===== src/rtl/core/bpp_delay.sv =====
// Enabled shift line that carries side data alongside the divider.
`timescale 1ns / 1ps
module bpp_delay #(
	parameter int W = 8,
	parameter int D = 2
) (
	input  logic         clk,
	input  logic         en,
	input  logic [W-1:0] d,
	output logic [W-1:0] q
);
	logic [W-1:0] sh_q [D];

	always_ff @(posedge clk) begin
		if (en) begin
			sh_q[0] <= d;
			for (int i = 1; i < D; i++) begin
				sh_q[i] <= sh_q[i-1];
			end
		end
	end

	assign q = sh_q[D-1];
endmodule


===== config.mk =====
export PLATFORM = sky130hd
export DESIGN_NAME = bpp_delay
export DESIGN_NICKNAME = d
export VERILOG_FILES = /design/src/rtl/core/bpp_delay.sv
export SDC_FILE = /design/constraint.sdc
export NUM_CORES = 1
export LEC_CHECK = 0
export ABC_CLOCK_PERIOD_IN_PS = 800
export BUFFER_PORTS_ARGS = -buffer_cell sky130_fd_sc_hd__buf_2
export CAP_MARGIN = 20
export CORE_AREA = 5 5 42 44
export DETAILED_ROUTE_END_ITERATION = 8
export DIE_AREA = 0 0 47 49
export PLACE_DENSITY_LB_ADDON = 0.2
export SYNTH_ARGS = -nofsm -noshare
export SYNTH_HDL_FRONTEND = slang
export SYNTH_SLANG_ARGS = --single-unit

===== constraint.sdc =====
create_clock -name clk -period 0.8 [get_ports clk]
set_clock_uncertainty 0.05 [all_clocks]
set_input_delay 0.16 -clock clk [delete_from_list [all_inputs] [get_ports clk]]
set_output_delay 0.16 -clock clk [all_outputs]
set_load 0.05 [all_outputs]

After elaboration in Yosys (flattened, before gate mapping) --
Memories as Yosys holds them, arrays and structs flattened. Index checks and enable logic that the tools add are counted.
Cells by class: multiplexer cells 2
Operator list (number):
- 1-bit two-way mux | 2
Storage, ports and cells: register bits 0, memory bits (writable) 16, output and inout port bits 8, logic and storage cells 3, memories kept 1
Memory list:
- sh_q | words 2, bits a word 8, rd ports 2, clocked after Yosys merged registers in 0, wr ports 2, line 12 | logic [W-1:0] sh_q [D];

Logic depth before layout (Yosys ltp) --
Gate-level depths: netlist of run 1.
word-level depth 2, gate-level depth with buffers 1

Worst setup path before layout of run 1 --
Ideal clock, no wire load.
kind reg-to-output, start mem sh_q[1][0], in the netlist sh_q[0][8], end out q[0], arrival 0.523 ns, data required time 0.590 ns, path slack 0.067 ns, stages on the path, launching flop included 2, path through edfxtp_1 -> buf_4
RTL lines:
- start: declaration | line 12
- end: declaration | line 10 | output logic [W-1:0] q

==> results.yml, run 1 <==
global_routing:
  grt_max_degree: 17
  grt.met1_usage: 0.0569
  grt_pass1_vias: 240
  grtUsageMet2: 0.0769
  grt_use_met3: 0.0332
  busiest_layer: "met2"
  track_usage: 0.0570
  grt_pass1_wl_um: 897
  antenna_found_initial: 0
  grt-ovfl-total: 0
yosys:
  ys_ff_latch: 16
  netlist-cell-type-count: 2
  seq_area_frac_synth: 0.889
  ys_warn_count: 0
  synth_area_um2: 541
  syn_avg_cell_area_um2: 22.5
  syn-num-nets: 34
  syn_inst: 24
timing:
  hold_viol_final: 0
  fin_ws_ns: -0.233
  layout_worst_path_cycle_share: 1.29
  finalSetupViolCount: 8
  slew_headroom: 0.784
  fin_setup_tns_ns: -1.81
  tightest_slew_ns: 0.324
  rsz0062_at_grt: "yes"
  slew_viol_final: 0
  period_needed_ns: 1.03
  holdWs_ns: 0.0152
  fmaxAchievable_mhz: 968
cts:
  clock-root-buffer: "clkbuf_4"
  numCtsBuffers: 3
  tritoncts: "done"
  cts_buffer_depth: 2
  postCtsHoldBufs: 0
  post_cts_buffers: 0
  cts_max_level: 1
  cts.sinks: 16
  cts-resized-gates: 16
  clk_latency_ns: 0.26
  path_clk_slew_ns: 0.08
setup_path:
  crit_path_top_delay_cell: "edfxtp_1"
  critPathLaunchType: "flop"
  crit_buf_inv: 1
  slowest_delay_ns: 0.39
  end_kind: "output pin"
  cp.required_ns: 0.59
  worstPathMaxFanout: 1
  cp_top_family: "flip-flops"
  arrival_ns: 0.82
  crit_type: "flop to output pin"
  crit_chain: "buf_6"
routing:
  via_per_inst: 4.31
  vias: 224
  drt-initial-drc-count: 0
  postRouteWirelength_um: 573
  wire_per_inst_um: 11.0
  drtPass1Iterations: 1
  drc: 0
  ant_nets: 0
min_path:
  hp-class: "primary input to flop"
floorplanning:
  start_util: 0.386
  die_h_um: 49
  die_w_um: 47
  dieArea_um2: 2300
  io_pins: 18
  rows: 14
  core_um2: 1400
outcome:
  outcome: "finished with violations"
  violations: "negative setup slack"
cells_and_area:
  fin_nets: 48
  multi_input_gates: 0
  largest-register: "sh_q"
  design_area_um2: 658
  multi_input_area_um2: 0
  drive_above_1_share: 0.556
  largest_register_ff_count: 16
  syn_to_final_growth_pct: 21.8
  reg_top3: "sh_q (16)"
  mostFrequentLayoutCells: "edfxtp_1, buf_2, buf_6"
  num_antenna_cells: 0
  final_cells: 52
  final_common_cell: "edfxtp_1"
placement:
  finalWeightedCongestion: 0.588
  port_buffers: 17
  placed_area_um2: 586
  dp.cells: 49
  place_ws_ns: -0.0553
job:
  maxCapViolations: 0
power:
  power_density_nw_per_um2: 2380
  ir_worst_vdd_mv: 1.01
  p_leak_nw: 0.254
[per-layer routing]
| metal | up-vias | share of wire | wire length [µm] |
|---|---|---|---|
| li1 | 105 | - | - |
| met1 | 101 | 0.34 | 197 |
| met3 | 0 | 0.18 | 103 |
| met4 | 0 | 0 | 0 |
| met2 | 18 | 0.47 | 272 |
| met5 | - | 0 | 0 |
[metrics by stage]
stage	power, mW	util
after floorplan	1.16	-
after global placement	1.18	0.418
after detailed placement	1.18	0.418
after CTS	1.59	0.470
after global routing	1.63	0.470
final	1.57	0.470
[report_power, final]
part | switching, mW | internal, mW
clock | 0.197 | 0.174
combinational | 0.122 | 0.0642
sequential | 0.0190 | 0.993
total | 0.337 | 1.23
[layout make-up]
cell class            count  area [µm²]
clock buffer              3        22.5
timing repair buffer     17         135
fill                    137         743
sequential               16         480
tap                      16        20.0
[cell usage after synthesis (all sizes together)]
master	n	area share
edfxtp	16	0.89
buf	8	0.11
[cells by family (layout without fill, tap and decap cells)]
group,count (synthesis),count (layout),share of synthesized area
buffers and inverters,8,20,0.111
flip-flops,16,16,0.889
[final timing paths]
check	slack [ns]	from	to	depth (start not counted)
setup / recovery	-0.23	sh_q[0][9]	q[1]	1
hold / removal	0.02	d[7]	sh_q[0][7]	1
setup reg to reg	0.13	sh_q[0][2]	sh_q[0][10]	0
hold reg to reg	0.37	sh_q[0][0]	sh_q[0][8]	0
No activity file was read; power rests on OpenSTA's default activity.
==> run 2, diff against run 1 <==
==> constraint.sdc (replaced) <==
create_clock -name clk -period 0.8 [get_ports clk]
set_clock_uncertainty 0.05 [all_clocks]
set_input_delay 0.2 -clock clk [delete_from_list [all_inputs] [get_ports clk]]
set_output_delay 0.2 -clock clk [all_outputs]
set_load 0.05 [all_outputs]
==> run 2 against run 1 <==
The flow still finishes with violations (negative setup slack). Count of clock-buffer cells in the layout unchanged. Final cell count increased by 7.7%. Clock power about the same. Critical endpoint is now q[0]. Largest cell class unchanged.
==> results.yml, run 2 (synthesis gave the netlist of run 1 again) <==
global_routing:
  track_usage: 0.0599
  antenna_found_initial: 0
  grt_pass1_vias: 254
  grt_max_degree: 9
  grt_pass1_wl_um: 945
  grt-ovfl-total: 0
timing:
  tightest_slew_ns: 0.109
  fin_ws_ns: -0.284
  slew_viol_final: 0
  layout_worst_path_cycle_share: 1.36
  period_needed_ns: 1.08
  fmaxAchievable_mhz: 922
  hold_viol_final: 0
  rsz0062_at_grt: "yes"
  finalSetupViolCount: 8
  slew_headroom: 0.927
cells_and_area:
  fin_nets: 52
  multi_input_gates: 0
  multi_input_area_um2: 0
  drive_above_1_share: 0.600
  mostFrequentLayoutCells: "edfxtp_1, buf_2, buf_6"
  syn_to_final_growth_pct: 27.3
  final_common_cell: "edfxtp_1"
  fin_util: 0.491
  reg_top3: "sh_q (16)"
  largest_register_ff_count: 16
  num_antenna_cells: 0
  largest-register: "sh_q"
cts:
  path_clk_slew_ns: 0.08
  clk_latency_ns: 0.26
  tritoncts: "done"
  cts_max_level: 1
  post_cts_buffers: 0
  numCtsBuffers: 3
  cts.sinks: 16
  clock-root-buffer: "clkbuf_4"
  cts_buffer_depth: 2
floorplanning:
  start_util: 0.386
  rows: 14
  die_h_um: 49
  io_pins: 18
  core_um2: 1400
  die_w_um: 47
  dieArea_um2: 2300
placement:
  place.detailed.hpwl_um: 522
  port_buffers: 17
  finalWeightedCongestion: 0.597
  place_ws_ns: -0.0309
setup_path:
  worstReg2RegStart: "sh_q[0][5]"
  cp_top_family: "flip-flops"
  crit_buf_inv: 1
  reg2reg_depth: 0
  crit_chain: "buf_6"
  crit_path_top_delay_cell: "edfxtp_1"
  slowest_delay_ns: 0.40
  arrival_ns: 0.83
  r2r_slack_ns: 0.12
  worstPathMaxFanout: 1
  critPathLaunchType: "flop"
  r2r-end: "sh_q[0][13]"
  cp.required_ns: 0.55
  crit_type: "flop to output pin"
  end_kind: "output pin"
min_path:
  hold_path_depth: 1
  min_to: "sh_q[0][5]"
  min_from: "d[5]"
  hp-class: "primary input to flop"
routing:
  drtPass1Iterations: 2
  vias: 231
  postRouteWirelength_um: 618
  via_per_inst: 4.13
  drc: 0
  ant_nets: 0
  drt-initial-drc-count: 2
  wire_per_inst_um: 11.0
power:
  comb_power_share: 0.127
  netSwitchingFraction: 0.217
  power_density_nw_per_um2: 2310
  clockPowerShare: 0.235
  p_leak_nw: 0.273
  switching_power_mw: 0.344
  ir_worst_vdd_mv: 1.15
  p_seq_frac: 0.639
  p_int_mw: 1.24
outcome:
  violations: "negative setup slack"
  outcome: "finished with violations"
job:
  maxCapViolations: 0
==> run 2: cell count changes in the layout (fill, tap and decap cells not counted) <==
cell   before  now
buf_4       0    4
==> run 2: how the worst max path moves through the flow <==
stage,startpoint,to,cells past startpoint
after detailed placement,sh_q[0][10],q[2],1
after global placement,sh_q[0][8],q[0],1
final,sh_q[0][8],q[0],1
after CTS,sh_q[0][10],q[2],1
after floorplan,sh_q[0][8],q[0],1
after global routing,sh_q[0][8],q[0],1
==> run 2: layer usage <==
metal | GRT usage | up-vias | part of all wire
met2 | 0.0882 | 18 | 0.47
met1 | 0.0595 | 99 | 0.38
met4 | 0.0553 | 0 | 0
met3 | 0.0258 | 0 | 0.15
li1 | - | 114 | -
met5 | 0 | - | 0
==> run 2: final cells by class <==
cell class            instances  area [µm²]
Clock buffer                  3        22.5
Fill cell                   127         713
Sequential cell              16         480
Tap cell                     16        20.0
Timing Repair Buffer         21         165
==> run 2: what timing repair did <==
action	CTS	global route
endpoints found under the setup margin	8	8
hold buffers	0	0
gates cloned	0	0
resized for setup	16	0
==> run 2: through the flow <==
step	hold WS [ns]	setup TNS [ns]	power [mW]	instance area [µm²]	std cells
final	0.0533	-2.15	1.59	688	56
after global routing	0.0410	-2.47	1.64	688	56
after CTS	0.0444	-2.28	1.61	688	56
after detailed placement	0.328	-0.0959	1.20	616	53
after global placement	0.327	0	1.19	616	53
after floorplan	0.249	0	1.16	541	24
==> run 2: power by group through the flow <==
stage,Sequential [mW],Clock (mW),Combinational [mW]
2_1_floorplan,1.02,0,0.134
5_1_grt,1.02,0.414,0.208
6_report,1.01,0.373,0.201
4_1_cts,1.02,0.392,0.203
3_3_place_gp,1.02,0,0.169
3_5_place_dp,1.03,0,0.172
