`src/rtl/core/bpp_pkg.sv`:
```
// Shared types, constants and Q8.24 arithmetic helpers for the Boris particle push core.
`timescale 1ns / 1ps
package bpp_pkg;

	typedef logic signed [31:0] q_t;
	typedef q_t [2:0] vec_t;
	typedef logic signed [39:0] prod_t;
	typedef logic signed [41:0] wide_t;

	typedef enum logic [2:0] {
		REG_HKS = 3'd0,
		REG_CX  = 3'd1,
		REG_CY  = 3'd2,
		REG_CZ  = 3'd3
	} cfg_idx_t;

	localparam q_t QONE    = 32'sd16777216;
	localparam q_t Q_THIRD = 32'sd5592405;
	localparam q_t Q_2_15  = 32'sd2236962;

	// Quotient bits resolved per divider stage, and the stage count for 32 bits.
	localparam int DIV_BITS  = 4;
	localparam int DIV_STEPS = 32 / DIV_BITS;
	localparam int DIV_LAT   = DIV_STEPS + 1;

	typedef struct packed {
		logic        neg;
		logic [31:0] rem;
		logic [31:0] lo;
		logic [31:0] quo;
		logic [30:0] den;
	} div_t;

	typedef struct packed {
		vec_t u;
		vec_t ha;
		vec_t pos;
		vec_t c2;
	} side_t;

	function automatic q_t sat(input wide_t x);
		if (x > 42'sd2147483647) begin
			return 32'sh7fffffff;
		end else if (x < -42'sd2147483648) begin
			return 32'sh80000000;
		end
		return x[31:0];
	endfunction

	// Exact product rounded half up to Q8.24, not saturated.
	function automatic prod_t rmul(input q_t a, input q_t b);
		logic signed [63:0] ae;
		logic signed [63:0] be;
		logic signed [63:0] p;
		ae = a;
		be = b;
		p = ae * be + 64'sd8388608;
		return p[63:24];
	endfunction

	function automatic q_t qmul(input q_t a, input q_t b);
		wide_t w;
		w = rmul(a, b);
		return sat(w);
	endfunction

	function automatic q_t add_sat(input q_t a, input q_t b);
		wide_t x;
		wide_t y;
		x = a;
		y = b;
		return sat(x + y);
	endfunction

	function automatic q_t cross1(input q_t a, input q_t b, input q_t c, input q_t d);
		wide_t x;
		wide_t y;
		x = rmul(a, b);
		y = rmul(c, d);
		return sat(x - y);
	endfunction

	function automatic vec_t cross3(input vec_t a, input vec_t b);
		vec_t r;
		r[0] = cross1(a[1], b[2], a[2], b[1]);
		r[1] = cross1(a[2], b[0], a[0], b[2]);
		r[2] = cross1(a[0], b[1], a[1], b[0]);
		return r;
	endfunction

	function automatic q_t sat3(input prod_t a, input prod_t b, input prod_t c);
		wide_t x;
		wide_t y;
		wide_t z;
		x = a;
		y = b;
		z = c;
		return sat(x + y + z);
	endfunction

endpackage

```
`src/rtl/core/bpp_div_step.sv`:
```
// One registered stage of the restoring divider, DIV_BITS quotient bits per stage.
`timescale 1ns / 1ps
module bpp_div_step (
	input  logic          clk,
	input  logic          arst_n,
	input  logic          en,
	input  logic          v_in,
	input  bpp_pkg::div_t d_in,
	output logic          v_out,
	output bpp_pkg::div_t d_out
);
	import bpp_pkg::*;

	div_t nx;

	always_comb begin
		logic [32:0] r;
		nx = d_in;
		for (int k = 0; k < DIV_BITS; k++) begin
			r = {nx.rem, nx.lo[31]};
			nx.lo = {nx.lo[30:0], 1'b0};
			if (r >= {2'b00, nx.den}) begin
				r = r - {2'b00, nx.den};
				nx.quo = {nx.quo[30:0], 1'b1};
			end else begin
				nx.quo = {nx.quo[30:0], 1'b0};
			end
			nx.rem = r[31:0];
		end
	end

	always_ff @(posedge clk or negedge arst_n) begin
		if (!arst_n) begin
			v_out <= 1'b0;
		end else if (en) begin
			v_out <= v_in;
		end
	end

	always_ff @(posedge clk) begin
		if (en) begin
			d_out <= nx;
		end
	end
endmodule

```
`src/rtl/core/bpp_divider.sv`:
```
// Pipelined rounded Q8.24 divider: sign and numerator setup, then restoring stages.
`timescale 1ns / 1ps
module bpp_divider (
	input  logic         clk,
	input  logic         arst_n,
	input  logic         en,
	input  logic         v_in,
	input  bpp_pkg::q_t  num,
	input  logic [30:0]  den,
	output logic         v_out,
	output logic         neg,
	output logic [31:0]  quo
);
	import bpp_pkg::*;

	div_t st   [DIV_STEPS+1];
	logic vst  [DIV_STEPS+1];
	div_t prep;

	// Magnitude times one, plus half the divisor, gives round-half-away after truncation.
	always_comb begin
		logic [31:0] mag;
		logic [55:0] n;
		mag = num[31] ? (32'd0 - num) : num;
		n = {mag, 24'd0} + {26'd0, den[30:1]};
		prep.neg = num[31];
		prep.rem = {8'd0, n[55:32]};
		prep.lo  = n[31:0];
		prep.quo = 32'd0;
		prep.den = den;
	end

	always_ff @(posedge clk or negedge arst_n) begin
		if (!arst_n) begin
			vst[0] <= 1'b0;
		end else if (en) begin
			vst[0] <= v_in;
		end
	end

	always_ff @(posedge clk) begin
		if (en) begin
			st[0] <= prep;
		end
	end

	for (genvar g = 0; g < DIV_STEPS; g++) begin : g_step
		bpp_div_step u_step (
			.clk   (clk),
			.arst_n(arst_n),
			.en    (en),
			.v_in  (vst[g]),
			.d_in  (st[g]),
			.v_out (vst[g+1]),
			.d_out (st[g+1])
		);
	end

	assign v_out = vst[DIV_STEPS];
	assign neg   = st[DIV_STEPS].neg;
	assign quo   = st[DIV_STEPS].quo;
endmodule

```
`config.mk`:
```
export PLATFORM = sky130hd
export DESIGN_NAME = bpp_divider
export DESIGN_NICKNAME = d
export VERILOG_FILES = /design/src/rtl/core/bpp_pkg.sv /design/src/rtl/core/bpp_div_step.sv /design/src/rtl/core/bpp_divider.sv
export SDC_FILE = /design/constraint.sdc
export NUM_CORES = 2
export LEC_CHECK = 0
export BUFFER_PORTS_ARGS = -buffer_cell sky130_fd_sc_hd__clkbuf_2
export CAP_MARGIN = 0
export CORE_MARGIN = 2
export CORE_UTILIZATION = 50
export DETAILED_ROUTE_END_ITERATION = 10
export PLACE_DENSITY = 0.7
export SYNTH_ARGS = -nofsm -noshare
export SYNTH_HDL_FRONTEND = slang
export SYNTH_SLANG_ARGS = --single-unit
```
`constraint.sdc`:
```
create_clock -name clk -period 13.82 [get_ports clk]
set_clock_uncertainty 0.2 [all_clocks]
set_input_delay 0 -clock clk [delete_from_list [all_inputs] [get_ports clk]]
set_output_delay 0 -clock clk [all_outputs]
set_load 0.005 [all_outputs]
```
Yosys cells after proc, flatten, opt, wreduce, memory -nomap -nowiden:

Cells that the tools add are included.

* flip-flop bits (word level): 802
* input port bits: 67
* output and inout port bits: 34

* add/subtract/negate cells: 33
* order comparisons: 32
* multiplexer cells: 64

Operators by type and width (number)
* $mux W32: 32
* $ge A33 B31 Y1: 31
* $sub A32 B31 Y32: 30
* $add A56 B30 Y56: 1
* $mux W1: 32
* $sub A1 B32 Y32 const A: 1
* $sub A25 B31 Y32: 1
* $ge A25 B31 Y1: 1

Logic depth before layout (Yosys ltp):

* depth in word-level cells: 8
* gate-level depth with buffers: 61
* gate-level depth less buffers: 56

Cells and area by module:

From an unflattened synthesis, not the netlist that was laid out.

* cells, all modules: 10317
* area total of the unflattened synthesis: 98707.2 sq um

By module, submodules not included
* bpp_div_step (g_step[0].u_step ...): instances 5, cells an instance 1221, area each 11737.5 sq um, sequential area each 3748.6 sq um
* bpp_div_step (g_step[2].u_step): instances 1, cells an instance 1384, area each 12147.9 sq um, sequential area each 3748.6 sq um
* bpp_div_step (g_step[3].u_step): instances 1, cells an instance 1245, area each 12074.1 sq um, sequential area each 3748.6 sq um
* bpp_div_step (g_step[7].u_step): instances 1, cells an instance 1213, area each 11790.1 sq um, sequential area each 3748.6 sq um
* bpp_divider: instances 1, cells an instance 370, area each 4007.6 sq um, sequential area each 1946.9 sq um

Worst setup path before layout:

Ideal clock, no wire load.

* path type: register -> register
* start point: register, netlist name st[1087]
* end point: register g_step[0].u_step.d_out[125] (netlist name), data pin
* library setup time: 0.273 ns
* arrival: 12.647 ns
* required time: 13.347 ns
* slack: 0.699 ns
* stages on the path, launching flop included: 54
* path buffers: 4
* path through: edfxtp_1 > inv_1 > fa_1 > a211oi_1 > o211ai_1 > a211oi_1 > nor4_1 > o31a_1 > o211ai_1 > clkbuf_1 > nor2_1 > a21oi_1 > inv_1 > ha_1 > nor2b_1 > o31a_1 > o41ai_1 > o21ai_0 > (+18 left out) > o21a_1 > buf_1 > clkbuf_1 > nand2_1 > o21ai_0 > ha_1 > and2_1 > a221o_1 > o21bai_1 > a21boi_0 > o211ai_1 > nor4_1 > o31ai_1 > or4_1 > o311a_1 > mux2i_1 > a2111oi_0 > mux2i_1

RTL lines
* end signal, assigned: RTL line bpp_div_step.sv:42 `d_out <= nx;`
* end, declared: RTL line bpp_div_step.sv:10 `output bpp_pkg::div_t d_out`

==> results_dict.tcl <==
set metrics [dict create \
    status "complete, no violations" \
    max_clock_freq_ghz 0.0758 \
    ys_seq_area_share_pct 24.6 \
    worstHoldPathType "input port to flip-flop" \
    vias 74567 \
    async_flop_share_pct 1.34 \
    dieArea_mm2 0.166 \
    yosys_register_bits 670 \
    cp_slowest_stage_delay_ns 0.51 \
    final_nets 10958 \
    routabilityCongestion 1.01 \
    endpoint_kind "flip-flop" \
    avgSynthCellArea_um2 8.60 \
    min-delay-start "den[26]" \
    min_to "st[1112]" \
    crit_path_start_kind "flip-flop" \
    io_pins 101 \
    grt_pass1_wl_um 396000 \
    synthFlopType "edfxtp_1" \
    crit_type "flip-flop to flip-flop" \
    final_common_cell "ha_1" \
    drc 0 \
    timing.hold.worst_path_depth 3 \
    yosysUniqueCellTypes 107 \
    cts_root_buf "clkbuf_16" \
    syn_inst 9467 \
    track_usage_pct 29.7 \
    r2r_start "g_step[5].u_step.d_out[2]" \
    drt_pass1_iterations 7 \
    numCtsBuffers 82 \
    critPathRequiredTime_ns 14.06 \
    drv_slew 0 \
    htree_levels 3 \
    core_mm2 0.162 \
    start_util_pct 50.2 \
    wl_per_cell_um 21.3 \
    period_share_pct 95.5 \
    worstSkewPairLatency_ns 0.72 \
    final_cell_mix "ha_1 (990), a21oi_1 (961), nor2_1 (746)" \
    reg2reg_slack_ns 0.62 \
    relSlewSlack_pct 23.2 \
    grt_max_degree 182 \
    min_period_ns 13.20 \
    crit_start "g_step[5].u_step.d_out[2]" \
    worst_pin_slew_ns 1.12 \
    hold_ws_ns 0.0485 \
    crit_arrival_ns 13.44 \
    cp_top_family "compound AO/OA/AOI/OAI gates" \
    ys_warn_count 0 \
    drv_cap 0 \
    rows 148 \
    critPathSlowestCell "edfxtp_1" \
    ant_nets 0 \
    via_per_inst 6.16 \
    hold_violations 0 \
    overflow 0 \
    synth-edff-count 661 \
    die_y_um 408 \
    area_growth_pct 11.4 \
    first_global_vias 70303 \
    wl_um 258000 \
    crit_path_max_fanout 16 \
    antenna_found_initial 5 \
    finalSetupViolCount 0 \
    syn_area_mm2 0.0815 \
    cts_tree "done" \
    die_w_um 408 \
    syn_nets 10559 \
    clockBufferDepth 3 \
    cp_num_buf_inv 8 \
    drt_iter0_drc 7073 \
    r2r-end "g_step[6].u_step.d_out[125]" \
    reg2reg_depth 54 \
    hpwl_um 208000 \
    drive_above_1_share_pct 11.8 \
    clock-sinks 670 \
    portBuffers 100 \
    cts.clk_slew.worst_paths_ns 0.06 \
]
## kinds of logic (layout without fill, tap and decap cells)
family | after synthesis | count (layout) | share of synthesized area, %
AOI/OAI and AO/OA | 3050 | 3051 | 24.0
xor gates and xnor gates | 868 | 868 | 9.33
adders and majority gates | 1025 | 1025 | 16.0
buffers and inverters | 815 | 1275 | 3.83
DFF | 670 | 670 | 24.6
muxes | 534 | 534 | 7.26
other | 0 | 1 | 0
and+or+nand+nor | 2505 | 2505 | 14.9
## synth_stat cells, types with 138 or more instances
master,n,area [um2]
ha_1,993,12400
a21oi_1,969,4850
nor2_1,748,2810
edfxtp_1,661,19800
nand2_1,614,2300
o21ai_0,602,3010
inv_1,575,2160
xnor2_1,566,4960
a21o_1,465,3490
mux2_2,444,5000
xor2_1,302,2650
nand3_1,191,956
clkbuf_1,165,619
nand4_1,159,995
nand2b_1,146,913
o21bai_1,138,1040
## through the flow
stage                     util (%)  area, um2  setup WS, ns  std cells  setup TNS (ns)
after floorplan                  -      81500         0.699       9467               0
after global placement        53.1      86100        0.0122      11789               0
after detailed placement      53.1      86100        -0.198      11789           -2.94
after CTS                     55.6      90100         0.121      12073               0
after global routing          55.9      90700      -0.00400      12103        -0.00485
final                         55.9      90700         0.621      12104               0
## worst min-delay path: stages
cell and delay, ns:
dlygate4sd3_1 0.52, clkbuf_2 0.14, fa_1 0.18
## sequential cells by signal, summed over array words and instances, names as in the netlist
| register | count |
|---|---|
| g_step.u_step.d_out | 597 |
| st | 64 |
| vst | 1 |
| g_step.u_step.v_out | 8 |
## area by class of cell
type | count | area [um2]
sequential | 670 | 20100
inverter | 586 | 2210
antenna | 1 | 2.50
clock inverter | 49 | 541
timing repair buffer | 543 | 4430
fill | 14705 | 71500
tap | 2175 | 2720
multi-input combinational | 7983 | 58700
clock buffer | 97 | 2110
## worst max-delay path by stage
| stage | end | slack [ns] | cells after the start |
|---|---|---|---|
| 3_5_place_dp | g_step[4].u_step.d_out[122] | -0.20 | 49 |
| 4_1_cts | g_step[4].u_step.d_out[122] | 0.12 | 49 |
| 6_report | g_step[6].u_step.d_out[125] | 0.62 | 54 |
| 5_1_grt | g_step[6].u_step.d_out[125] | -0.004 | 54 |
| 2_1_floorplan | g_step[0].u_step.d_out[125] | 0.70 | 53 |
| 3_3_place_gp | g_step[2].u_step.d_out[118] | 0.01 | 48 |
## metal layers
layer / vias to the layer above / wire [um] / track usage [%]
met1: 35302 / 115000 / 40.4
met2: 2636 / 116000 / 48.0
met3: 446 / 17500 / 4.00
li1: 36183 / - / -
met4: 0 / 9960 / 11.2
met5: - / 0 / 0
## what timing repair did
action	CTS	global route
hold buffers	138	0
buffers inserted	0	29
gates resized for setup	5	89
setup endpoints to repair	60	230
endpoints found under the hold margin	125	0
pin swaps	0	7
gates cloned	0	1
Power is left out: the tool's default activity adds up to more than one toggle a clock period on the data nets, which glitch-free logic cannot reach.
